$ cat config.mk
export PLATFORM = sky130hd
export DESIGN_NAME = btr_ram
export DESIGN_NICKNAME = d
export VERILOG_FILES = /design/src/design/bitmap_text_renderer_core_macros.svh /design/src/design/btr_ram.sv
export SDC_FILE = /design/constraint.sdc
export NUM_CORES = 2
export LEC_CHECK = 0
export BUFFER_PORTS_ARGS = -buffer_cell sky130_fd_sc_hd__buf_2
export CAP_MARGIN = 0
export CORE_ASPECT_RATIO = 0.7
export CORE_MARGIN = 10
export CORE_UTILIZATION = 45
export DETAILED_ROUTE_END_ITERATION = 12
export GPL_ROUTABILITY_DRIVEN = 0
export SKIP_CTS_REPAIR_TIMING = 1
export SLEW_MARGIN = 10
export SYNTH_ARGS = -nofsm -noshare
export SYNTH_HDL_FRONTEND = slang
export SYNTH_SLANG_ARGS = --single-unit
$ cat constraint.sdc
create_clock -name clk -period 2.6 [get_ports clk]
set_input_delay 0.13 -clock clk [delete_from_list [all_inputs] [get_ports clk]]
set_output_delay 0.13 -clock clk [all_outputs]
set_load 0.02 [all_outputs]
$ cat src/design/bitmap_text_renderer_core_macros.svh
// ----------------------------------------------------------------------------
// Bitmap text renderer assertion macros
// Concurrent assertion wrappers used by the renderer rasterizer.
// ----------------------------------------------------------------------------
`ifndef BITMAP_TEXT_RENDERER_CORE_MACROS_SVH
`define BITMAP_TEXT_RENDERER_CORE_MACROS_SVH

// prop must hold at every clock edge outside reset
`define BTR_ASSERT(name, clk, rstn, prop) \
    name: assert property (@(posedge clk) disable iff (!(rstn)) prop) \
        else $error("btr assertion failed");

// cond must never be true outside reset
`define BTR_ASSERT_NEVER(name, clk, rstn, cond) \
    `BTR_ASSERT(name, clk, rstn, !(cond))

`endif

$ cat src/design/btr_ram.sv
// ----------------------------------------------------------------------------
// Generic RAM
// Single write port, single read port, registered read data.
// ----------------------------------------------------------------------------
`default_nettype none

module btr_ram #(
    parameter int WIDTH = 8,
    parameter int DEPTH = 256
) (
    input  wire logic                     clk,
    input  wire logic                     we,
    input  wire logic [$clog2(DEPTH)-1:0] waddr,
    input  wire logic [WIDTH-1:0]         wdata,
    input  wire logic                     re,
    input  wire logic [$clog2(DEPTH)-1:0] raddr,
    output logic      [WIDTH-1:0]         rdata
);

    logic [WIDTH-1:0] mem [DEPTH];

    always_ff @(posedge clk) begin
        if (we) begin
            mem[waddr] <= wdata;
        end
        if (re) begin
            rdata <= mem[raddr];
        end
    end

endmodule

`default_nettype wire

==> results.sh <==
export IMPL_synth_common_cells="2056 x edfxtp_1, 454 x mux4_2, 282 x nor2_1"
export IMPL_ys_seq_area_share_pct=77.5
export IMPL_holdCritPathClass="in -> reg"
export IMPL_avgSynthCellArea_um2=21.3
export IMPL_std_cell_rows=129
export IMPL_cts_tree="yes"
export IMPL_startpoint="mem[49][6]"
export IMPL_wirelength_mm=208
export IMPL_grt_use_total_pct=21.3
export IMPL_crit_required_ns=3.16
export IMPL_async_reset_ff_share_pct=0
export IMPL_status="finished clean"
export IMPL_synth_distinct_cells=54
export IMPL_synth_area_leaders="edfxtp_1 78%, mux4_2 13%, mux2i_1 1.7%"
export IMPL_drc=0
export IMPL_place_port_buffers=34
export IMPL_p_leak_nw=30.4
export IMPL_numCtsBuffers=185
export IMPL_dieArea_mm2=0.194
export IMPL_clock_path_buffers=3
export IMPL_netlist_area_leader_share_pct=77.5
export IMPL_powerDensity_mw_per_mm2=728
export IMPL_postRouteAntennaNets=0
export IMPL_power_frac_seq_pct=53.5
export IMPL_cap_viol_max_count=0
export IMPL_start_util_pct=45.2
export IMPL_slowest_stage="nor3_1"
export IMPL_worstPathMaxFanout=1
export IMPL_area_growth_pct=17.9
export IMPL_pwr_share_comb_pct=5.7
export IMPL_worstPathArrival_ns=3.13
export IMPL_p_clk_share_pct=40.7
export IMPL_core_mm2=0.176
export IMPL_ir_worst_vdd_mv=0.564
export IMPL_grt_max_degree=98
export IMPL_synth_seq_cells=2056
export IMPL_synth_most_common_cell="edfxtp_1"
export IMPL_power_total_w=0.0683
export IMPL_vias=41266
export IMPL_h_tree_depth=4
export IMPL_die_w_um=523
export IMPL_die_y_um=372
export IMPL_drive_gt1_share_pct=32.4
export IMPL_clock_fmax_mhz=388
export IMPL_pin_count=35
export IMPL_viasPerCell=5.94
export IMPL_max_slew_worst_pin_slew_ns=0.875
export IMPL_routedWlPerCell_um=29.9
export IMPL_fin_skew_ns=0.0314
export IMPL_slew_headroom_pct=41.4
export IMPL_synth_ff_type="edfxtp_1"
export IMPL_switchingPower_w=0.0145
export IMPL_min_period_ns=2.58
export IMPL_p_int_w=0.0538
export IMPL_crit_chain="mux4_2 -> a22o_1 -> nor3_1 -> a21oi_1 -> a22oi_2 -> buf_4 -> nor4_2"
export IMPL_grt_pass1_wl_mm=301
export IMPL_endpoint_kind="register"
export IMPL_critPathBufInv=1
export IMPL_grt_overflow_total=0
export IMPL_synth_fp_nets=3760
export IMPL_synth_area_mm2=0.0796
export IMPL_clk_pin_slew_ns=0.07
export IMPL_nets=4461
export IMPL_synth_warnings=0
export IMPL_finalSetupViolCount=0
export IMPL_initialDrtViolationCount=5826
export IMPL_start_kind="register"
export IMPL_drt_first_pass_iters=5
export IMPL_cp_top_family="compound AO/OA/AOI/OAI gates"
export IMPL_clock_sinks=2056
export IMPL_cts_root_buf="clkbuf_16"
export IMPL_r2r_start="mem[49][6]"
export IMPL_min_from="waddr[1]"
export IMPL_final_period_utilization_pct=99.1
export IMPL_crit_type="reg -> reg"
export IMPL_clk_latency_ns=0.84
export IMPL_antenna_found_initial=16
export IMPL_synth_edf_count=2056
export IMPL_tns_ns=0
export IMPL_maxSlewViolCount=0
export IMPL_final_hold_violation_count=0
export IMPL_netlist_instances=3733
export IMPL_grt_pass1_vias=40632
export IMPL_crit_path_max_incr_delay_ns=0.52
export IMPL_switching_share_pct=21.2
export IMPL_hpwlAfterDp_mm=139
export IMPL_yosys_area_top_type="edfxtp_1"
kinds of logic (layout without fill, tap and decap cells):
logic type             Yosys count  in the layout  synth area share [%]
flip-flops                    2056           2056                  77.5
multiplexers                   591            591                  14.6
AND/OR/NAND/NOR                466            466                  2.63
AO/OA/AOI/OAI                  385            385                  3.42
buffers and inverters          235           1091                  1.83
other                            0              3                     0
power by group through the flow:
stage	clock [W]	combinational, W	sequential (W)
after floorplan	0	0.00178	0.0373
after global placement	0	0.00385	0.0373
after detailed placement	0	0.00389	0.0373
after CTS	0.0283	0.00390	0.0366
after global routing	0.0296	0.00413	0.0366
final	0.0278	0.00393	0.0366
final timing paths:
kind,end,slack (ns),cells after the start
worst max-delay path,rdata[6],0.02,7
worst min-delay path,mem[167][5],0.02,3
worst max register to register,rdata[6],0.02,7
worst min register to register,rdata[1],1.21,7
stage by stage:
stage	hold slack [ns]	cell area (µm²)	cells	utilization, %	worst slack, ns
2_1_floorplan	0.229	79600	3733	-	0.394
3_3_place_gp	0.482	87700	6596	49.8	-0.666
3_5_place_dp	0.489	87700	6596	49.8	-0.649
4_1_cts	-0.397	93800	6938	53.2	-0.0676
5_1_grt	0.0344	93900	6949	53.3	-0.0412
6_report	0.0224	93900	6950	53.3	0.0224
registers in the layout, summed over array words and instances, names as in the netlist:
name   flops
rdata      8
mem     2048
placed cells by master, fill, tap and decap left out, drive strengths merged, types with 28 or more instances in the layout:
| master | count |
|---|---|
| edfxtp | 2056 |
| buf | 735 |
| mux4 | 456 |
| nor2 | 282 |
| clkbuf | 232 |
| mux2i | 134 |
| a22oi | 133 |
| a21oi | 96 |
| clkinv | 79 |
| o221ai | 47 |
| nand3 | 34 |
| nand2 | 33 |
| nor2b | 31 |
| o22ai | 28 |
layout make-up:
cell class / instances / area [µm²]
inverters: 2 / 7.51
multi-input cells: 1442 / 16500
clock inverters: 113 / 1190
repair buffers: 747 / 6590
clock buffers: 229 / 4920
diodes: 3 / 7.51
flip-flops and latches: 2056 / 61700
well taps: 2358 / 2950
fillers: 13632 / 82300
routing by layer:
layer,global-route usage [%],share of wire (%),up-vias,routed length (µm)
li1,-,-,17105,-
met4,5.31,2.1,4,4420
met1,33.4,45,21889,93100
met2,29.6,42,1984,88300
met3,5.61,11,284,22300
met5,0,0.012,-,26
worst min-delay path: stages:
cell	delay (ns)
buf_2	0.17
nand3_1	0.20
nor2_1	0.15
Note: power is estimated with default switching activity, not from simulation.
