File: src/design/bitmap_text_renderer_core_macros.svh
// ----------------------------------------------------------------------------
// Bitmap text renderer assertion macros
// Concurrent assertion wrappers used by the renderer rasterizer.
// ----------------------------------------------------------------------------
`ifndef BITMAP_TEXT_RENDERER_CORE_MACROS_SVH
`define BITMAP_TEXT_RENDERER_CORE_MACROS_SVH

// prop must hold at every clock edge outside reset
`define BTR_ASSERT(name, clk, rstn, prop) \
    name: assert property (@(posedge clk) disable iff (!(rstn)) prop) \
        else $error("btr assertion failed");

// cond must never be true outside reset
`define BTR_ASSERT_NEVER(name, clk, rstn, cond) \
    `BTR_ASSERT(name, clk, rstn, !(cond))

`endif

File: src/design/btr_pkg.sv
// ----------------------------------------------------------------------------
// Bitmap text renderer package
// Shared constants, codes and payload types of the text renderer.
// ----------------------------------------------------------------------------
`default_nettype none

package btr_pkg;

    localparam int GLYPH_STORE_BYTES = 65536;
    localparam int STORE_AW          = $clog2(GLYPH_STORE_BYTES);
    localparam int MAX_GLYPH_ROWS    = 64;
    localparam int ROW_W             = $clog2(MAX_GLYPH_ROWS);
    localparam int TAB_COLUMNS       = 4;

    localparam logic [6:0] MAX_ROWS_H = 7'(MAX_GLYPH_ROWS);

    localparam logic [1:0] OP_LOAD   = 2'd0;
    localparam logic [1:0] OP_BEGIN  = 2'd1;
    localparam logic [1:0] OP_RENDER = 2'd2;

    localparam logic [1:0] CFG_GLYPH_WIDTH  = 2'd0;
    localparam logic [1:0] CFG_GLYPH_HEIGHT = 2'd1;
    localparam logic [1:0] CFG_SCREEN_WIDTH = 2'd2;
    localparam logic [1:0] CFG_DRAW_COLOR   = 2'd3;

    localparam logic [7:0] CH_NUL = 8'h00;
    localparam logic [7:0] CH_TAB = 8'h09;
    localparam logic [7:0] CH_LF  = 8'h0A;
    localparam logic [7:0] CH_CR  = 8'h0D;

    typedef struct packed {
        logic [1:0]  op;
        logic [15:0] font_addr;
        logic [7:0]  font_byte;
        logic [11:0] pos_x;
        logic [11:0] pos_y;
        logic [7:0]  ch;
    } in_item_t;

    typedef struct packed {
        logic [15:0] pixel_x;
        logic [15:0] pixel_y;
        logic [31:0] row_mask;
        logic        last_row;
    } out_item_t;

    typedef struct packed {
        logic [STORE_AW-1:0] addr;
        logic [15:0]         px;
        logic [15:0]         py;
        logic [1:0]          stride_m1;
        logic [ROW_W-1:0]    h_m1;
        logic [31:0]         wmask;
    } job_t;

endpackage

`default_nettype wire

File: src/design/btr_raster.sv
// ----------------------------------------------------------------------------
// Glyph rasterizer
// Streams glyph bytes from the glyph store one per cycle unless the output
// stalls, builds row masks and holds finished rows in the output register.
// ----------------------------------------------------------------------------
`default_nettype none
`include "bitmap_text_renderer_core_macros.svh"

module btr_raster import btr_pkg::*; (
    input  wire logic                aclk,
    input  wire logic                aresetn,
    input  wire logic                job_start,
    input  wire job_t                job,
    output logic                     busy,
    output logic                     ram_re,
    output logic [STORE_AW-1:0]      ram_raddr,
    input  wire logic [7:0]          ram_rdata,
    output logic                     m_valid,
    input  wire logic                m_ready,
    output out_item_t                m_data
);

    job_t                job_reg;
    logic                active_reg;
    logic [STORE_AW-1:0] addr_reg;
    logic [1:0]          iss_byte_reg;
    logic [ROW_W-1:0]    iss_row_reg;
    logic                ret_valid_reg;
    logic [1:0]          ret_byte_reg;
    logic                ret_last_byte_reg;
    logic [ROW_W-1:0]    ret_row_reg;
    logic                ret_last_row_reg;
    logic [31:0]         acc_reg;
    logic                m_valid_reg;
    out_item_t           m_data_reg;

    logic        out_free;
    logic        consume;
    logic        rd_en;
    logic        iss_last_byte;
    logic        iss_last_row;
    logic [7:0]  rev;
    logic [31:0] placed;
    logic [31:0] merged;

    assign out_free      = !m_valid_reg || m_ready;
    assign consume       = ret_valid_reg && (!ret_last_byte_reg || out_free);
    assign rd_en         = active_reg && (!ret_valid_reg || consume);
    assign iss_last_byte = (iss_byte_reg == job_reg.stride_m1);
    assign iss_last_row  = (iss_row_reg == job_reg.h_m1);

    // leftmost pixel is the byte's MSB and lands in the lowest mask bit
    always_comb begin
        for (int i = 0; i < 8; i++) begin
            rev[i] = ram_rdata[7 - i];
        end
    end

    assign placed = {24'b0, rev} << {ret_byte_reg, 3'b000};
    assign merged = ((ret_byte_reg == 2'd0) ? 32'd0 : acc_reg) | placed;

    assign busy      = active_reg || ret_valid_reg;
    assign ram_re    = rd_en;
    assign ram_raddr = addr_reg;
    assign m_valid   = m_valid_reg;
    assign m_data    = m_data_reg;

    always_ff @(posedge aclk) begin
        if (!aresetn) begin
            active_reg    <= 1'b0;
            ret_valid_reg <= 1'b0;
            m_valid_reg   <= 1'b0;
        end else begin
            if (job_start) begin
                active_reg <= 1'b1;
            end else if (rd_en && iss_last_byte && iss_last_row) begin
                active_reg <= 1'b0;
            end
            if (rd_en) begin
                ret_valid_reg <= 1'b1;
            end else if (consume) begin
                ret_valid_reg <= 1'b0;
            end
            if (consume && ret_last_byte_reg) begin
                m_valid_reg <= 1'b1;
            end else if (m_ready) begin
                m_valid_reg <= 1'b0;
            end
        end
    end

    always_ff @(posedge aclk) begin
        if (job_start) begin
            job_reg      <= job;
            addr_reg     <= job.addr;
            iss_byte_reg <= '0;
            iss_row_reg  <= '0;
        end else if (rd_en) begin
            addr_reg <= addr_reg + STORE_AW'(1);
            if (iss_last_byte) begin
                iss_byte_reg <= '0;
                iss_row_reg  <= iss_row_reg + ROW_W'(1);
            end else begin
                iss_byte_reg <= iss_byte_reg + 2'd1;
            end
        end
        if (rd_en) begin
            ret_byte_reg      <= iss_byte_reg;
            ret_last_byte_reg <= iss_last_byte;
            ret_row_reg       <= iss_row_reg;
            ret_last_row_reg  <= iss_last_row;
        end
        if (consume && !ret_last_byte_reg) begin
            acc_reg <= merged;
        end
        if (consume && ret_last_byte_reg) begin
            m_data_reg.pixel_x  <= job_reg.px;
            m_data_reg.pixel_y  <= job_reg.py + 16'(ret_row_reg);
            m_data_reg.row_mask <= merged & job_reg.wmask;
            m_data_reg.last_row <= ret_last_row_reg;
        end
    end

    `BTR_ASSERT_NEVER(a_start_idle, aclk, aresetn, job_start && busy)
    `BTR_ASSERT(a_last_row_ends, aclk, aresetn,
        (consume && ret_last_byte_reg && ret_last_row_reg) |=> !busy)
    `BTR_ASSERT(a_rdata_held, aclk, aresetn,
        (ret_valid_reg && !consume) |=> $stable(ram_rdata))

endmodule

`default_nettype wire

File: config.mk
export PLATFORM = sky130hd
export DESIGN_NAME = btr_raster
export DESIGN_NICKNAME = d
export VERILOG_FILES = /design/src/design/btr_pkg.sv /design/src/design/btr_raster.sv
export VERILOG_INCLUDE_DIRS = /design/src /design/src/design
export SDC_FILE = /design/constraint.sdc
export NUM_CORES = 1
export LEC_CHECK = 0
export BUFFER_PORTS_ARGS = -buffer_cell sky130_fd_sc_hd__buf_2
export CORE_UTILIZATION = 40
export CTS_BUF_LIST = sky130_fd_sc_hd__clkbuf_8
export DETAILED_ROUTE_END_ITERATION = 8
export GPL_TIMING_DRIVEN = 0
export SLEW_MARGIN = 20
export SYNTH_ARGS = -nofsm -noshare
export SYNTH_HDL_FRONTEND = slang
export SYNTH_SLANG_ARGS = --single-unit
export TNS_END_PERCENT = 20
File: constraint.sdc
create_clock -name aclk -period 6.2 [get_ports aclk]
set_input_delay 1.55 -clock aclk [delete_from_list [all_inputs] [get_ports aclk]]
set_output_delay 1.55 -clock aclk [all_outputs]
set_load 0.05 [all_outputs]
==> summary.md <==
| Metric | Value |
|---|---|
| Worst slew margin | 55.5% |
| #FFs+latches synth | roughly 200 |
| PD cells | 315 nW/um2 |
| Average footprint of a synthesized cell | 15.8 um2 |
| Pre-CTS setup slack | between 1.5 and 2 ns |
| Reg2Reg Setup Slack | just over 4 ns |
| GP Congestion | 0.846 |
| Final Hold Vio Count | 0 |
| Peak per-stage delay on the critical path | 0.54 ns |
| Worst setup path class | in -> out |
| TritonCTS Sinks | a little over 200 |
| CTS buffer count | 37 |
| Die height | roughly 140 um |
| Setup-failing EPs final | 0 |
| Vias per cell | ~4.8 |
| HPWL Detailed | around 11000 um |
| Initial antenna violation count | 1 |
| Synth Area in XOR/XNOR | 4.42% |
| DRC viols | 0 |
| Yosys cell types | 43 |
| Worst slew pin tran | roughly 0.67 ns |
| Ys Warns | 0 |
| Share of cells above drive strength 1 | between 30 and 40% |
| EDFF count, synth | 195 |
| Cts repair resizes | 0 |
| CTS tree | done |
| H-tree levels | 2 |
| Nets | 837 |
| Worst hold path type | reg -> reg |
| Starting Density | 40.7% |
| CP max-delay cell | nor2_2 |
| FF-to-FF path depth | 3 |
| Gr usage total | 16.5% |
| Die W | 143 um |
| I/O pins | between 150 and 200 |
| Vias in the first global route | roughly 5000 |
| Number of max-cap violations | 0 |
| Crit-path cells | buf_2, and4b_1, nor2_2, buf_2 |
| Fillers | roughly 1700 |
| Synth Area in Adders | 1.52% |
| Routed Antenna Nets | 0 |
| WL final | between 15000 and 20000 um |
| Setup ws final | about 1.8 ns |
| Synthesis-to-finish area growth | 25.7% |
| Seq/Total Area, Yosys | between 70% and 80% |
| Mapped Cells | between 500 and 600 |
| Post-CTS Hold Fix Bufs | 0 |
| CP dominant cell by count | buf_2 |
| FP Rows | 51 |
| Grt total ovfl | 0 |
| Wirelength per Cell | approximately 16 um |
| Startpoint types | input pin |
| Postcts setup bufs | 0 |
| RSZ-0062 raised after global routing | no |
| Power, Total | 0.00313 W |
| Post-synthesis async set-or-reset flop share | 0% |
| CORE AREA | around 19000 um2 |
| WP data required | ~4.7 ns |
| Post-layout min period | between 4 and 5 ns |
| Clock Skew | 0.0200 ns |
| PortBufs | 183 |
| Worst VDD drop | about 140 uV |
| Mapped Area | between 7000 and 8000 um2 |
| Max clock buf depth | 3 |
| Arr. time, crit path | approximately 2.8 ns |
| Crit. End Element | output pin |
| Area fraction in compound gates after synthesis | 5.15% |
| Period utilization | between 70% and 80% |
| Status | finished, final reports clean |
| Number of flip-flops in the largest register | about 70 |
| Initial DRC Count | about 340 |
| Post-synthesis simple-gate area fraction | roughly 9.7% |
| Worst skew pair latency | 0.52 ns |
| Global-route wire length before repair | roughly 26000 um |
| Crit-path max FO | 14 |
| Reg clk slew, reported paths | 0.06 ns |
| Root buf cell | clkbuf_8 |
| Max-slew violation count | 0 |
| Largest net degree at the start of global routing | 39 |
| Post-synthesis mux area share | roughly 1.4% |
| Vias | around 4900 |
| F_max | between 200 and 250 MHz |
| Hold Path Stages | 0 |
| Leakage power | 3.77 nW |
| Synth Flop Type | edfxtp_1 |
| Largest family of logic cells by synthesized area | simple AND/OR/NAND/NOR gates |
| First-pass DRT Iterations | 5 |
| Synth Net Count | around 600 |
| Die area | around 20000 um2 |
-- routing by layer --
metal	vias up	part of all wire, %	GRT usage, %
met2	186	48	27.3
met1	2343	43	20.5
li1	2352	-	-
met5	-	0	0
met3	38	5.9	4.49
met4	0	2.7	6.56
-- worst max-delay path: cells and delay by family --
| kind | cells | cell delay [ns] |
|---|---|---|
| buf+inv | 2 | 0.47 |
| simple gates | 2 | 0.79 |
-- cell usage after synthesis (5+ instances only) --
cell	n	share of area [%]
a21oi_1	34	2.1
and2_1	32	2.5
clkbuf_1	7	0.33
dfxtp_1	11	2.8
edfxtp_1	195	74
ha_1	8	1.3
inv_1	10	0.47
mux2_2	10	1.4
nand2_1	30	1.4
nand3_1	12	0.76
nand4_1	12	0.95
nor2_1	28	1.3
nor2b_1	5	0.40
nor4_1	7	0.55
o21ai_0	21	1.3
o21ai_1	5	0.32
xnor2_1	27	3.0
xor2_1	13	1.4
-- path summary, 6_finish.rpt --
kind / start / endpoint
worst max-delay path: m_ready / ram_re
worst min-delay path: job_reg[67]$_DFFE_PP_ / m_data[60]$_DFFE_PP_
worst max register to register: ret_last_byte_reg$_DFFE_PP_ / ram_raddr[11]$_DFFE_PP_
worst min register to register: job_reg[67]$_DFFE_PP_ / m_data[60]$_DFFE_PP_
-- through the flow --
| stage | hold slack [ns] | utilization [%] | TNS (ns) | instance area (um2) | std cells |
|---|---|---|---|---|---|
| floorplan | 0.400 | - | 0 | 7920 | 502 |
| global placement | 0.401 | 47.1 | -29.84 | 9170 | 950 |
| detailed placement | 0.405 | 47.6 | 0 | 9270 | 954 |
| CTS | 0.417 | 51.1 | 0 | 9950 | 1018 |
| global route | 0.420 | 51.1 | 0 | 9950 | 1019 |
| finish | 0.416 | 51.1 | 0 | 9950 | 1019 |
-- kinds of logic (layout without fill, tap and decap cells) --
| kind of cell | count (synthesis) | count (layout) |
|---|---|---|
| DFF | 206 | 206 |
| and+or+nand+nor | 143 | 143 |
| AOI/OAI and AO/OA | 73 | 73 |
| xor gates and xnor gates | 40 | 40 |
| buffers and inverters | 21 | 272 |
| muxes | 10 | 10 |
| adders and majority gates | 9 | 9 |
| other | 0 | 1 |
-- area by class of cell --
| type | instances | area, um2 | share of cell area, % |
|---|---|---|---|
| timing repair buffer | 187 | 1010 | 10.1 |
| clock buffer | 39 | 537 | 5.39 |
| tap | 265 | 332 | 3.33 |
| sequential | 206 | 6080 | 61.1 |
| buffer | 11 | 45.0 | 0.453 |
| multi-input combinational | 275 | 1780 | 17.9 |
| inverter | 10 | 37.5 | 0.377 |
| clock inverter | 25 | 140 | 1.41 |
| antenna | 1 | 2.50 | 0.0251 |
-- cells in the final DEF, fill, tap and decap left out, types with 10 or more instances in the layout --
cell type	instances
xor2_1	13
nand3_1	12
clkbuf_8	39
o21ai_0	21
dfxtp_1	11
xnor2_1	27
nor2_1	27
nand2_1	30
mux2_2	10
and2_1	32
a21oi_1	34
nand4_1	12
edfxtp_1	195
buf_2	185
inv_1	22
-- power breakdown --
| part | internal [W] | switching (W) | leakage [nW] |
|---|---|---|---|
| combinational | 0.000101 | 0.000206 | 1.44 |
| clock | 0.000625 | 0.000536 | 0.380 |
| sequential | 0.00162 | 0.0000456 | 1.95 |
No activity file was read; power rests on OpenSTA's default activity.
