[src/design/bitmap_text_renderer_core_macros.svh]
// ----------------------------------------------------------------------------
// Bitmap text renderer assertion macros
// Concurrent assertion wrappers used by the renderer rasterizer.
// ----------------------------------------------------------------------------
`ifndef BITMAP_TEXT_RENDERER_CORE_MACROS_SVH
`define BITMAP_TEXT_RENDERER_CORE_MACROS_SVH

// prop must hold at every clock edge outside reset
`define BTR_ASSERT(name, clk, rstn, prop) \
    name: assert property (@(posedge clk) disable iff (!(rstn)) prop) \
        else $error("btr assertion failed");

// cond must never be true outside reset
`define BTR_ASSERT_NEVER(name, clk, rstn, cond) \
    `BTR_ASSERT(name, clk, rstn, !(cond))

`endif

[src/design/btr_pkg.sv]
// ----------------------------------------------------------------------------
// Bitmap text renderer package
// Shared constants, codes and payload types of the text renderer.
// ----------------------------------------------------------------------------
`default_nettype none

package btr_pkg;

    localparam int GLYPH_STORE_BYTES = 65536;
    localparam int STORE_AW          = $clog2(GLYPH_STORE_BYTES);
    localparam int MAX_GLYPH_ROWS    = 64;
    localparam int ROW_W             = $clog2(MAX_GLYPH_ROWS);
    localparam int TAB_COLUMNS       = 4;

    localparam logic [6:0] MAX_ROWS_H = 7'(MAX_GLYPH_ROWS);

    localparam logic [1:0] OP_LOAD   = 2'd0;
    localparam logic [1:0] OP_BEGIN  = 2'd1;
    localparam logic [1:0] OP_RENDER = 2'd2;

    localparam logic [1:0] CFG_GLYPH_WIDTH  = 2'd0;
    localparam logic [1:0] CFG_GLYPH_HEIGHT = 2'd1;
    localparam logic [1:0] CFG_SCREEN_WIDTH = 2'd2;
    localparam logic [1:0] CFG_DRAW_COLOR   = 2'd3;

    localparam logic [7:0] CH_NUL = 8'h00;
    localparam logic [7:0] CH_TAB = 8'h09;
    localparam logic [7:0] CH_LF  = 8'h0A;
    localparam logic [7:0] CH_CR  = 8'h0D;

    typedef struct packed {
        logic [1:0]  op;
        logic [15:0] font_addr;
        logic [7:0]  font_byte;
        logic [11:0] pos_x;
        logic [11:0] pos_y;
        logic [7:0]  ch;
    } in_item_t;

    typedef struct packed {
        logic [15:0] pixel_x;
        logic [15:0] pixel_y;
        logic [31:0] row_mask;
        logic        last_row;
    } out_item_t;

    typedef struct packed {
        logic [STORE_AW-1:0] addr;
        logic [15:0]         px;
        logic [15:0]         py;
        logic [1:0]          stride_m1;
        logic [ROW_W-1:0]    h_m1;
        logic [31:0]         wmask;
    } job_t;

endpackage

`default_nettype wire

[src/design/btr_layout.sv]
// ----------------------------------------------------------------------------
// Text layout controller
// Takes input requests and register writes, keeps the pen state, writes
// glyph bytes and hands one glyph job at a time to the rasterizer.
// ----------------------------------------------------------------------------
`default_nettype none

module btr_layout import btr_pkg::*; (
    input  wire logic                aclk,
    input  wire logic                aresetn,
    input  wire logic                s_valid,
    output logic                     s_ready,
    input  wire in_item_t            s_data,
    input  wire logic                cfg_we,
    input  wire logic [1:0]          cfg_index,
    input  wire logic [31:0]         cfg_wdata,
    output logic                     ram_we,
    output logic [STORE_AW-1:0]      ram_waddr,
    output logic [7:0]               ram_wdata,
    output logic                     job_start,
    output job_t                     job,
    input  wire logic                raster_busy
);

    typedef enum logic [2:0] {ST_IDLE, ST_WRAP, ST_BASE, ST_START, ST_WAIT} state_t;

    state_t      state_reg;
    logic [5:0]  glyph_width_reg;
    logic [6:0]  glyph_height_reg;
    logic [12:0] screen_width_reg;
    logic [11:0] origin_x_reg;
    logic [15:0] cursor_y_reg;
    logic [15:0] column_count_reg;
    logic [7:0]  ch_reg;
    logic [9:0]  sh_reg;
    job_t        job_reg;

    logic [5:0]  w_eff;
    logic [6:0]  h_eff;
    logic [5:0]  w_p7;
    logic [2:0]  stride;
    logic [16:0] cc_p1;
    logic [22:0] wrap_prod;
    logic [21:0] col_px;
    logic [17:0] base_prod;
    logic [31:0] wmask;
    logic [15:0] cursor_down;
    logic        accept;

    always_comb begin
        if (glyph_width_reg == 6'd0) begin
            w_eff = 6'd1;
        end else if (glyph_width_reg > 6'd32) begin
            w_eff = 6'd32;
        end else begin
            w_eff = glyph_width_reg;
        end
        if (glyph_height_reg == 7'd0) begin
            h_eff = 7'd1;
        end else if (glyph_height_reg > MAX_ROWS_H) begin
            h_eff = MAX_ROWS_H;
        end else begin
            h_eff = glyph_height_reg;
        end
    end

    assign w_p7        = w_eff + 6'd7;
    assign stride      = w_p7[5:3];
    assign cc_p1       = {1'b0, column_count_reg} + 17'd1;
    assign wrap_prod   = {6'b0, cc_p1} * {17'b0, w_eff};
    assign col_px      = {6'b0, column_count_reg} * {16'b0, w_eff};
    assign base_prod   = {10'b0, ch_reg} * {8'b0, sh_reg};
    assign wmask       = (w_eff == 6'd32) ? '1 : ((32'd1 << w_eff) - 32'd1);
    assign cursor_down = cursor_y_reg + {9'b0, h_eff};

    assign s_ready   = (state_reg == ST_IDLE);
    assign accept    = s_valid && s_ready;
    assign ram_we    = accept && (s_data.op == OP_LOAD);
    assign ram_waddr = STORE_AW'(s_data.font_addr);
    assign ram_wdata = s_data.font_byte;
    assign job_start = (state_reg == ST_START);
    assign job       = job_reg;

    always_ff @(posedge aclk) begin
        if (!aresetn) begin
            state_reg        <= ST_IDLE;
            glyph_width_reg  <= 6'd8;
            glyph_height_reg <= 7'd16;
            screen_width_reg <= 13'd1024;
            origin_x_reg     <= '0;
            cursor_y_reg     <= '0;
            column_count_reg <= '0;
        end else begin
            if (cfg_we) begin
                unique case (cfg_index)
                    CFG_GLYPH_WIDTH:  glyph_width_reg  <= cfg_wdata[5:0];
                    CFG_GLYPH_HEIGHT: glyph_height_reg <= cfg_wdata[6:0];
                    CFG_SCREEN_WIDTH: screen_width_reg <= cfg_wdata[12:0];
                    CFG_DRAW_COLOR:   ; // draw color is not used by the renderer
                endcase
            end
            unique case (state_reg)
                ST_IDLE: begin
                    if (accept) begin
                        if (s_data.op == OP_BEGIN) begin
                            origin_x_reg     <= s_data.pos_x;
                            cursor_y_reg     <= {4'b0, s_data.pos_y};
                            column_count_reg <= '0;
                        end else if (s_data.op == OP_RENDER) begin
                            unique case (s_data.ch)
                                CH_NUL: ;
                                CH_CR: column_count_reg <= '0;
                                CH_LF: begin
                                    column_count_reg <= '0;
                                    cursor_y_reg     <= cursor_down;
                                end
                                CH_TAB: column_count_reg <= column_count_reg
                                                            + 16'(TAB_COLUMNS);
                                default: begin
                                    ch_reg    <= s_data.ch;
                                    state_reg <= ST_WRAP;
                                end
                            endcase
                        end
                    end
                end
                ST_WRAP: begin
                    if (wrap_prod > {10'b0, screen_width_reg}) begin
                        column_count_reg <= '0;
                        cursor_y_reg     <= cursor_down;
                    end
                    sh_reg    <= {7'b0, stride} * {3'b0, h_eff};
                    state_reg <= ST_BASE;
                end
                ST_BASE: begin
                    job_reg.addr      <= STORE_AW'(base_prod);
                    job_reg.px        <= 16'({10'b0, origin_x_reg} + col_px);
                    job_reg.py        <= cursor_y_reg;
                    job_reg.stride_m1 <= 2'(stride - 3'd1);
                    job_reg.h_m1      <= ROW_W'(h_eff - 7'd1);
                    job_reg.wmask     <= wmask;
                    column_count_reg  <= column_count_reg + 16'd1;
                    state_reg         <= ST_START;
                end
                ST_START: state_reg <= ST_WAIT;
                ST_WAIT: begin
                    if (!raster_busy) begin
                        state_reg <= ST_IDLE;
                    end
                end
                default: state_reg <= ST_IDLE;
            endcase
        end
    end

endmodule

`default_nettype wire

[config.mk]
export PLATFORM = sky130hd
export DESIGN_NAME = btr_layout
export DESIGN_NICKNAME = d
export VERILOG_FILES = /design/src/design/bitmap_text_renderer_core_macros.svh /design/src/design/btr_pkg.sv /design/src/design/btr_layout.sv
export SDC_FILE = /design/constraint.sdc
export NUM_CORES = 1
export LEC_CHECK = 0
export BUFFER_PORTS_ARGS = -buffer_cell sky130_fd_sc_hd__buf_2
export CAP_MARGIN = 20
export CORE_ASPECT_RATIO = 2
export CORE_MARGIN = 2
export CORE_UTILIZATION = 55
export DETAILED_ROUTE_END_ITERATION = 6
export PLACE_DENSITY = 0.76
export REMOVE_ABC_BUFFERS = 1
export SLEW_MARGIN = 15
export SYNTH_ARGS = -nofsm -noshare
export SYNTH_HDL_FRONTEND = slang
export SYNTH_SLANG_ARGS = --single-unit
[constraint.sdc]
create_clock -name aclk -period 8.2 [get_ports aclk]
set_input_delay 0.82 -clock aclk [delete_from_list [all_inputs] [get_ports aclk]]
set_output_delay 0.82 -clock aclk [all_outputs]
set_load 0.01 [all_outputs]
==> results of run 1 <==
-- cells by family (layout without fill, tap and decap cells) --
logic type | Yosys count | after routing | synth area share [%]
simple gates | 655 | 655 | 17.7
buf+inv | 346 | 448 | 8.38
compound gates | 308 | 308 | 12.3
fa+ha+maj | 290 | 290 | 29.0
flops | 179 | 179 | 27.5
xor+xnor | 82 | 82 | 4.25
mux | 15 | 15 | 0.889
other cells | 1 | 3 | 0.0222
-- synthesized netlist by cell type, types with 6 or more instances --
library cell	n
nand4_1	10
o2111ai_1	6
nand2_1	247
fa_1	169
a21o_1	17
nor3_1	34
nand2b_1	21
nor2_1	185
a31oi_1	14
buf_2	6
a21oi_1	99
nand3_1	26
buf_4	25
edfxtp_1	106
xnor2_1	56
clkbuf_1	77
or2_2	8
nor4_1	8
o21a_1	10
and2_1	56
xor2_1	26
o21bai_1	9
o211ai_1	7
mux2i_1	15
nor2b_1	13
dfxtp_1	73
and3_1	23
o21ai_0	49
inv_1	230
ha_1	121
a2111oi_0	7
o31ai_1	13
-- through the flow --
| step | instance area, um2 | std cells |
|---|---|---|
| final | 18400 | 2348 |
| after global routing | 18400 | 2348 |
| after global placement | 17800 | 2315 |
| after floorplan | 16400 | 1763 |
| after CTS | 18400 | 2346 |
| after detailed placement | 17800 | 2315 |
-- path summary, 6_finish.rpt --
kind              slack, ps                   to           startpoint  cells after the start
hold / removal          450  screen_width_reg[9]  screen_width_reg[9]                      2
setup / recovery        630      cursor_y_reg[5]  column_count_reg[2]                     26
setup reg to reg        630      cursor_y_reg[5]  column_count_reg[2]                     26
hold reg to reg         450  screen_width_reg[9]  screen_width_reg[9]                      2
-- final cells by class --
type,count,area [um2]
Timing Repair Buffer,185,1040
Clock inverter,12,131
Clock buffer,19,433
Sequential cell,179,4640
Tap cell,368,460
Antenna cell,1,2.50
Inverter,232,871
Fill cell,2589,11700
Multi-Input combinational cell,1352,10800
-- critical path: stages, from the launching register on --
cell and delay [ps]:
dfxtp_1 520, ha_1 300, and3_1 240, and3_1 280
and3_1 200, and3_1 230, and3_1 250, nand2_1 90
xor2_1 470, nor2_1 130, fa_1 490, fa_1 510
inv_1 60, fa_1 530, inv_1 40, ha_1 420
a2111oi_0 420, o21ai_0 150, o22ai_1 340, a2bb2oi_1 330
a311o_1 230, xor2_1 110, and4_1 170, buf_4 200
buf_4 200, a2111oi_0 430, nor3_1 80
-- where the power goes --
group	total (mW)	switching (mW)	internal [mW]
Clock	0.812	0.364	0.448
Combinational	1.02	0.624	0.400
Sequential	1.14	0.0745	1.06
Total	2.97	1.06	1.91
-- layer usage --
layer | vias up | GRT usage (%)
li1 | 6401 | -
met1 | 6710 | 28.1
met2 | 622 | 53.3
met3 | 199 | 3.84
met4 | 2 | 17.6
met5 | - | 0.636
==> qor.txt, run 1 <==
CTS sink count - 179
Clk root buf - clkbuf_16
Yosys Warn Count - 0
Synth Instances - 1876
Tot Pwr - 2.97 mW
Status - complete, no violations
Die ar. - 32200 um2
Worst setup EP type - register
Wirelength per Cell - 18.7 um
Die Ht - 252 um
Shortest period the worst path allows - 7570 ps
Ys flop type - edfxtp_1
Slew Limit Headroom - 37.8%
Hold/Removal Path Class - register to register
Final setup TNS - 0 ps
Worst Setup Start Kind - register
Setup bufs post-CTS - 0
Hold Vio Cnt, Final - 0
DP Worst Slack - 757 ps
Clock-pin slew on the worst setup and hold paths - 70 ps
First-pass GRT wire length - 71300 um
Skew-Pair Late Insertion Delay - 450 ps
DRT antenna net count - 0
Row Count - 90
Post-CTS Hold Buffers - 0
DRC - 0
CTS H-Tree Depth - 4
Unrepaired setup endpoints after global routing - no
Max cap viols - 0
Layout cells sized above 1 - 12.2%
Initial core utilization - 56.0%
CP Class - register to register
Core Util, Final - 61.1%
# port buffers - 144
Async set-reset flop share out of synthesis - 0%
Area growth syn-to-layout - 9.09%
Post_cts resized - 0
Met2 WL - 24400 um
Initial DRC count - 1120
Grt ovf - 0
Global router's overall resource usage - 28.1%
Largest net degree at the start of global routing - 52
Synth top area share - 20.0%
Die width - 128 um
P_leak - 8.37 nW
HPWL after detailed placement - 34900 um
Slew Limit Fails - 0
Max Fclk - 132 MHz
VDD IR max - 0.000164 V
Initial antenna violation count - 1
Uppermost routed layer - met5
Synth top area cells - fa_1 (20%), edfxtp_1 (19%), ha_1 (9.0%)
Clock Tree Buf Depth - 2
Met3 routed WL - 2270 um
Most frequent cells in the layout - nand2_1 (247), inv_1 (230), nor2_1 (184)
Largest register FFs - 88
Distinct cells, synth - 84
Critical Path AT - 7880 ps
CTS tree - yes
Worst-margin pin slew - 924 ps
Synth Register Bits - 179
Most common cell after layout, fill and taps aside - nand2_1
Nets - 2354
Post-synth EDFFs - 106
Fin crit share - 92.3%
Syn avg cell area - 9.01 um2
Setup ws final - 631 ps
Top Ports - 212
DR vias/cell - 5.93
Cell area after synthesis - 16900 um2
Final WL - 43900 um
CORE AREA - 30200 um2
PwrDens - 161 nW/um2
DRT Pass-1 Iters - 6
Max FO, Critical Path - 14
Routability cong. - 0.909
Clock Skew - 9.74 ps
Num CTS Buffers - 17
Final setup violation count - 0
Hold_ws - 453 ps
Sequential area share after synthesis - 27.5%
DRT met1 WL - 14500 um
Via count - 13.9k
Vias in the first global route - 14.8k
Worst EP required - 8510 ps
Dominant cell type by area after synthesis - fa_1
Note: power is estimated with default switching activity, not from simulation.
==> run 2, diff against run 1 <==
- CORE_UTILIZATION: 55 -> 60
- PLACE_DENSITY: 0.76 -> 0.82
==> qor.txt, run 2 (synthesis results as in run 1) <==
Largest register FFs - 88 (unchanged)
Clock Skew - 12.0 ps (+2.28 ps)
Final setup TNS - 0 ps (unchanged)
CTS sink count - 179 (unchanged)
# diodes - 0 (-1)
VDD IR max - 0.000174 V (+5.8%)
Num CTS Buffers - 17 (unchanged)
Worst setup EP type - register
Worst EP required - 8540 ps (+30 ps)
Final setup violation count - 0 (unchanged)
Hold/Removal Path Class - register to register
DRC - 0 (unchanged)
DRT Pass-1 Iters - 6 (unchanged)
Slowest CP cell - fa_1
Shortest period the worst path allows - 7500 ps (-70.9 ps)
Filler instances - 2178 (-16%)
Slew Limit Headroom - 25.9% (-12 points)
Largest net degree at the start of global routing - 89 (+71%)
Tot Pwr - 3.01 mW (+1.1%)
Die ar. - 29600 um2 (-8.1%)
Clock-pin slew on the worst setup and hold paths - 70 ps (about the same)
Post-CTS Hold Buffers - 0 (unchanged)
Initial DRC count - 991 (-12%)
Wirelength per Cell - 19.2 um (+2.8%)
Most used cell, CP - o21a_1
Row Count - 86 (-4.4%)
Initial antenna violation count - 0 (-1)
Vias in the first global route - 15.0k (+1.3%)
Die width - 123 um (-4.1%)
CP Class - register to register
CTS H-Tree Depth - 4 (unchanged)
Largest delay share family, worst path - simple AND/OR/NAND/NOR gates
P_leak - 8.38 nW (about the same)
Nets - 2347 (-0.30%)
Most common cell after layout, fill and taps aside - nand2_1
PwrDens - 163 nW/um2 (+1.3%)
Final Non-Filler Cells - 2325 (-0.98%)
Placed insts - 2292 (-0.99%)
Global router's overall resource usage - 31.2% (+3.1 points)
Setup bufs post-CTS - 0 (unchanged)
Hold Vio Cnt, Final - 0 (unchanged)
Placed cell areas - 17800 um2 (-0.35%)
Clock Tree Buf Depth - 2 (unchanged)
Via count - 14.2k (+2.1%)
Layout cells sized above 1 - 12.1% (-0.064 points)
First-pass GRT wire length - 71300 um (about the same)
Unrepaired setup endpoints after global routing - no
Status - complete, no violations
Skew-Pair Late Insertion Delay - 460 ps (about the same)
Critical path depth - 31 (+19%)
Critical Path AT - 7840 ps (-40 ps)
Crit path largest cell delay - 540 ps (about the same)
Most frequent cells in the layout - nand2_1 (247), inv_1 (230), nor2_1 (184)
Fin crit share - 91.4% (-0.86 points)
Die Ht - 241 um (-4.2%)
Max FO, Critical Path - 22 (+8)
Clk root buf - clkbuf_16
Finished Cell Area - 18400 um2 (-0.17%)
DRT antenna net count - 0 (unchanged)
Final WL - 44700 um (+1.8%)
Slew Limit Fails - 0 (unchanged)
Grt ovf - 0 (unchanged)
# port buffers - 144 (unchanged)
Initial core utilization - 61.1% (+5.1 points)
CORE AREA - 27700 um2 (-8.4%)
Top Ports - 212 (unchanged)
Area growth syn-to-layout - 8.90%
Worst-margin pin slew - 1110 ps (+185 ps)
Post_cts resized - 0 (unchanged)
Max Fclk - 133 MHz (+0.95%)
Max cap viols - 0 (unchanged)
Reg2reg path depth - 31 (+19%)
Worst hold stages - 2 (unchanged)
Critical path buffer and inverter count - 4 (unchanged)
DR vias/cell - 6.12 (+3.1%)
CTS tree - yes
HPWL after detailed placement - 35100 um (+0.71%)
Worst Setup Start Kind - register
Routability cong. - 0.962 (+5.8%)
## run 2: area by class of cell
cell class,count,area (um2),area share (%)
clock buffers,22,507,2.75
inverters,232,871,4.73
repair buffers,178,1010,5.47
multi-input cells,1352,10800,59.0
flip-flops and latches,179,4640,25.2
clock inverters,10,83.8,0.456
well taps,352,440,2.39
## run 2: metal layers
metal  wire (um)  track usage, %  share of wire (%)  vias to the layer above
li1            -               -                  -                     6372
met1       14300            29.8                 32                     6945
met2       24700            58.7                 55                      689
met3        2670            5.63                6.0                      223
met4        2930            21.8                6.6                        0
met5           0               0                  0                        -
## run 2: tightest hold or removal path, cell delays in order (launching register included)
cell and delay [ps]:
dfxtp_1 310, nand2_1 50, a21oi_1 50
## run 2: stage by stage
stage          hold WS (ps)  util (%)  worst slack (ps)
4_1_cts                 460      66.4               733
3_3_place_gp            434      64.3               787
6_report                459      66.5               702
3_5_place_dp            445      64.3               774
2_1_floorplan           421         -               612
5_1_grt                 474      66.5               267
## run 2: where the power goes
group	internal, mW	switching [mW]	total [mW]
clock network	0.448	0.388	0.835
logic	0.403	0.635	1.04
registers	1.06	0.0705	1.13
total	1.91	1.09	3.01
## run 2: worst paths after layout
path | startpoint | endpoint | slack [ps]
worst max register to register | column_count_reg[3] | cursor_y_reg[8] | 700
worst min register to register | screen_width_reg[9] | screen_width_reg[9] | 460
worst min-delay path | screen_width_reg[9] | screen_width_reg[9] | 460
worst max-delay path | column_count_reg[3] | cursor_y_reg[8] | 700
==> run 3, diff against run 2 <==
- REMOVE_ABC_BUFFERS: 1 -> unset
==> qor.txt, run 3 (synthesis results as in run 1) <==
Hold/Removal Path Class - register to register
Shortest period the worst path allows - 7630 ps (+131 ps)
Critical Path AT - 7980 ps (+140 ps)
Post_cts resized - 0 (unchanged)
Skew-Pair Late Insertion Delay - 470 ps (about the same)
Routability cong. - 0.916 (-4.7%)
Reg power frac - 38.0% (+0.3 points)
Unrepaired setup endpoints after global routing - no
Post-CTS Hold Buffers - 0 (unchanged)
Max cap viols - 0 (unchanged)
Filler instances - 2179 (+0.046%)
P_leak - 8.33 nW (-0.54%)
Row Count - 86 (unchanged)
Setup bufs post-CTS - 0 (unchanged)
Comb pwr share - 34.2% (-0.3 points)
First-pass GRT wire length - 70900 um (-0.55%)
Initial DRC count - 1181 (+19%)
Top Ports - 212 (unchanged)
Largest net degree at the start of global routing - 70 (-21%)
Fin crit share - 93.0% (+1.6 points)
Vias in the first global route - 14.6k (-2.9%)
Worst Hold End - screen_width_reg[1]
Initial antenna violation count - 1 (+1)
Layout cells sized above 1 - 11.9% (-0.17 points)
Final WL - 44300 um (-0.88%)
Reg2reg path depth - 27 (-13%)
Most common cell after layout, fill and taps aside - nand2_1
Status - complete, no violations
CP Class - register to register
DRT antenna net count - 0 (unchanged)
Wirelength per Cell - 19.1 um (-0.67%)
HPWL after detailed placement - 34900 um (-0.77%)
Slew Limit Headroom - 40.0% (+14 points)
Worst EP required - 8550 ps (about the same)
Global router's overall resource usage - 31.2% (-0.066 points)
Slowest CP cell - nand2_1
DRT Pass-1 Iters - 7 (+1)
# port buffers - 144 (unchanged)
Die width - 123 um (unchanged)
Clk pwr share - 27.9% (about the same)
Most frequent cells in the layout - nand2_1 (247), inv_1 (230), nor2_1 (184)
Worst R2R Start - glyph_width_reg[5]
Tot Pwr - 3.00 mW (-0.32%)
Largest delay share family, worst path - simple AND/OR/NAND/NOR gates
Core Util, Final - 66.3% (-0.21 points)
CTS tree - yes
Final setup TNS - 0 ps (unchanged)
CORE AREA - 27700 um2 (unchanged)
P_int - 1.89 mW (-1.1%)
Clock Tree Buf Depth - 2 (unchanged)
Multi-input gate area - 10900 um2 (about the same)
Via count - 14.1k (-0.98%)
CTS H-Tree Depth - 4 (unchanged)
Die ar. - 29600 um2 (unchanged)
VDD IR max - 0.000170 V (-1.9%)
Critical path depth - 27 (-13%)
DP Worst Slack - 651 ps (-123 ps)
PwrDens - 163 nW/um2 (about the same)
Worst Setup Start Kind - register
Net switching power - 1.10 mW (+1.1%)
Crit path largest cell delay - 700 ps (+160 ps)
Sw frac - 36.9% (+0.50 points)
Nets - 2341 (-0.26%)
Critical path buffer and inverter count - 4 (unchanged)
Final setup violation count - 0 (unchanged)
Clock Skew - 9.70 ps (-2.32 ps)
Num CTS Buffers - 17 (unchanged)
Area growth syn-to-layout - 8.55%
Worst-margin pin slew - 892 ps (-217 ps)
CTS sink count - 179 (unchanged)
Placed insts - 2287 (-0.22%)
Slew Limit Fails - 0 (unchanged)
R2r setup slk - 570 ps (-130 ps)
DR vias/cell - 6.07 (-0.77%)
Die Ht - 241 um (unchanged)
R2r endpoint - cursor_y_reg[8]
Hold Vio Cnt, Final - 0 (unchanged)
Largest register FFs - 88 (unchanged)
Clk root buf - clkbuf_16
Max Fclk - 131 MHz (-1.7%)
Grt ovf - 0 (unchanged)
Worst setup EP type - register
Initial core utilization - 61.1% (unchanged)
DRC - 0 (unchanged)
Setup ws final - 571 ps (-131 ps)
Clock-pin slew on the worst setup and hold paths - 80 ps (about the same)
Register Area - 4640 um2 (unchanged)
Final Non-Filler Cells - 2320 (-0.22%)
Max FO, Critical Path - 22 (unchanged)
Worst hold stages - 2 (unchanged)
Hold path startpoint - screen_width_reg[1]
[run 3: how the worst max path moves through the flow]
stage,start,end,slack [ps]
6_report,glyph_width_reg[5],cursor_y_reg[8],570
5_1_grt,glyph_width_reg[5],cursor_y_reg[8],20
4_1_cts,glyph_width_reg[5],cursor_y_reg[8],610
3_5_place_dp,glyph_width_reg[5],cursor_y_reg[8],650
3_3_place_gp,glyph_width_reg[5],cursor_y_reg[8],770
2_1_floorplan,glyph_width_reg[4],cursor_y_reg[7],1820
[run 3: worst reg2reg max path, cell delays in order, from the launching register on]
cell	delay, ps
dfxtp_1	340
clkinv_1	470
nand2_1	700
nor2_1	150
fa_1	560
inv_1	50
fa_1	480
fa_1	550
inv_1	40
ha_1	360
o21ai_0	340
o21ai_0	190
and2_1	190
o21a_1	180
o21a_1	160
nor2_1	110
xnor2_1	110
ha_1	340
nand3_1	90
nor4_1	280
a21oi_1	90
o211ai_1	160
o2111ai_1	210
nor4_2	360
and4_1	240
buf_4	290
nor2_1	100
or3_1	360
[run 3: layout make-up]
cell class                 count  share of cell area (%)
antenna                        1                  0.0136
clock buffer                  18                    2.34
clock inverter                14                   0.901
inverter                     232                    4.75
multi-input combinational   1352                    59.2
sequential                   179                    25.3
tap                          352                    2.40
timing repair buffer         172                    5.08
[run 3: per-layer routing]
metal  wire length, um  track usage [%]  up-vias  share of wire (%)
li1                  -                -     6380                  -
met1             14000             29.6     6808                 32
met2             24100             57.2      667                 55
met3              2430             5.53      234                5.5
met4              3750             25.0        0                8.5
met5                 0                0        -                  0
[run 3: power by group through the flow]
| stage | logic, mW | registers [mW] | clock network [mW] |
|---|---|---|---|
| after global routing | 1.15 | 1.15 | 0.875 |
| after CTS | 1.02 | 1.14 | 0.839 |
| after detailed placement | 1.01 | 1.16 | 0 |
| final | 1.02 | 1.14 | 0.835 |
| after floorplan | 0.743 | 1.14 | 0 |
| after global placement | 0.959 | 1.15 | 0 |
[run 3: per-stage QoR]
| step | instance area, um2 | hold slack (ps) |
|---|---|---|
| final | 18300 | 459 |
| after floorplan | 16900 | 421 |
| after CTS | 18300 | 460 |
| after detailed placement | 17700 | 450 |
| after global placement | 17700 | 443 |
| after global routing | 18300 | 486 |
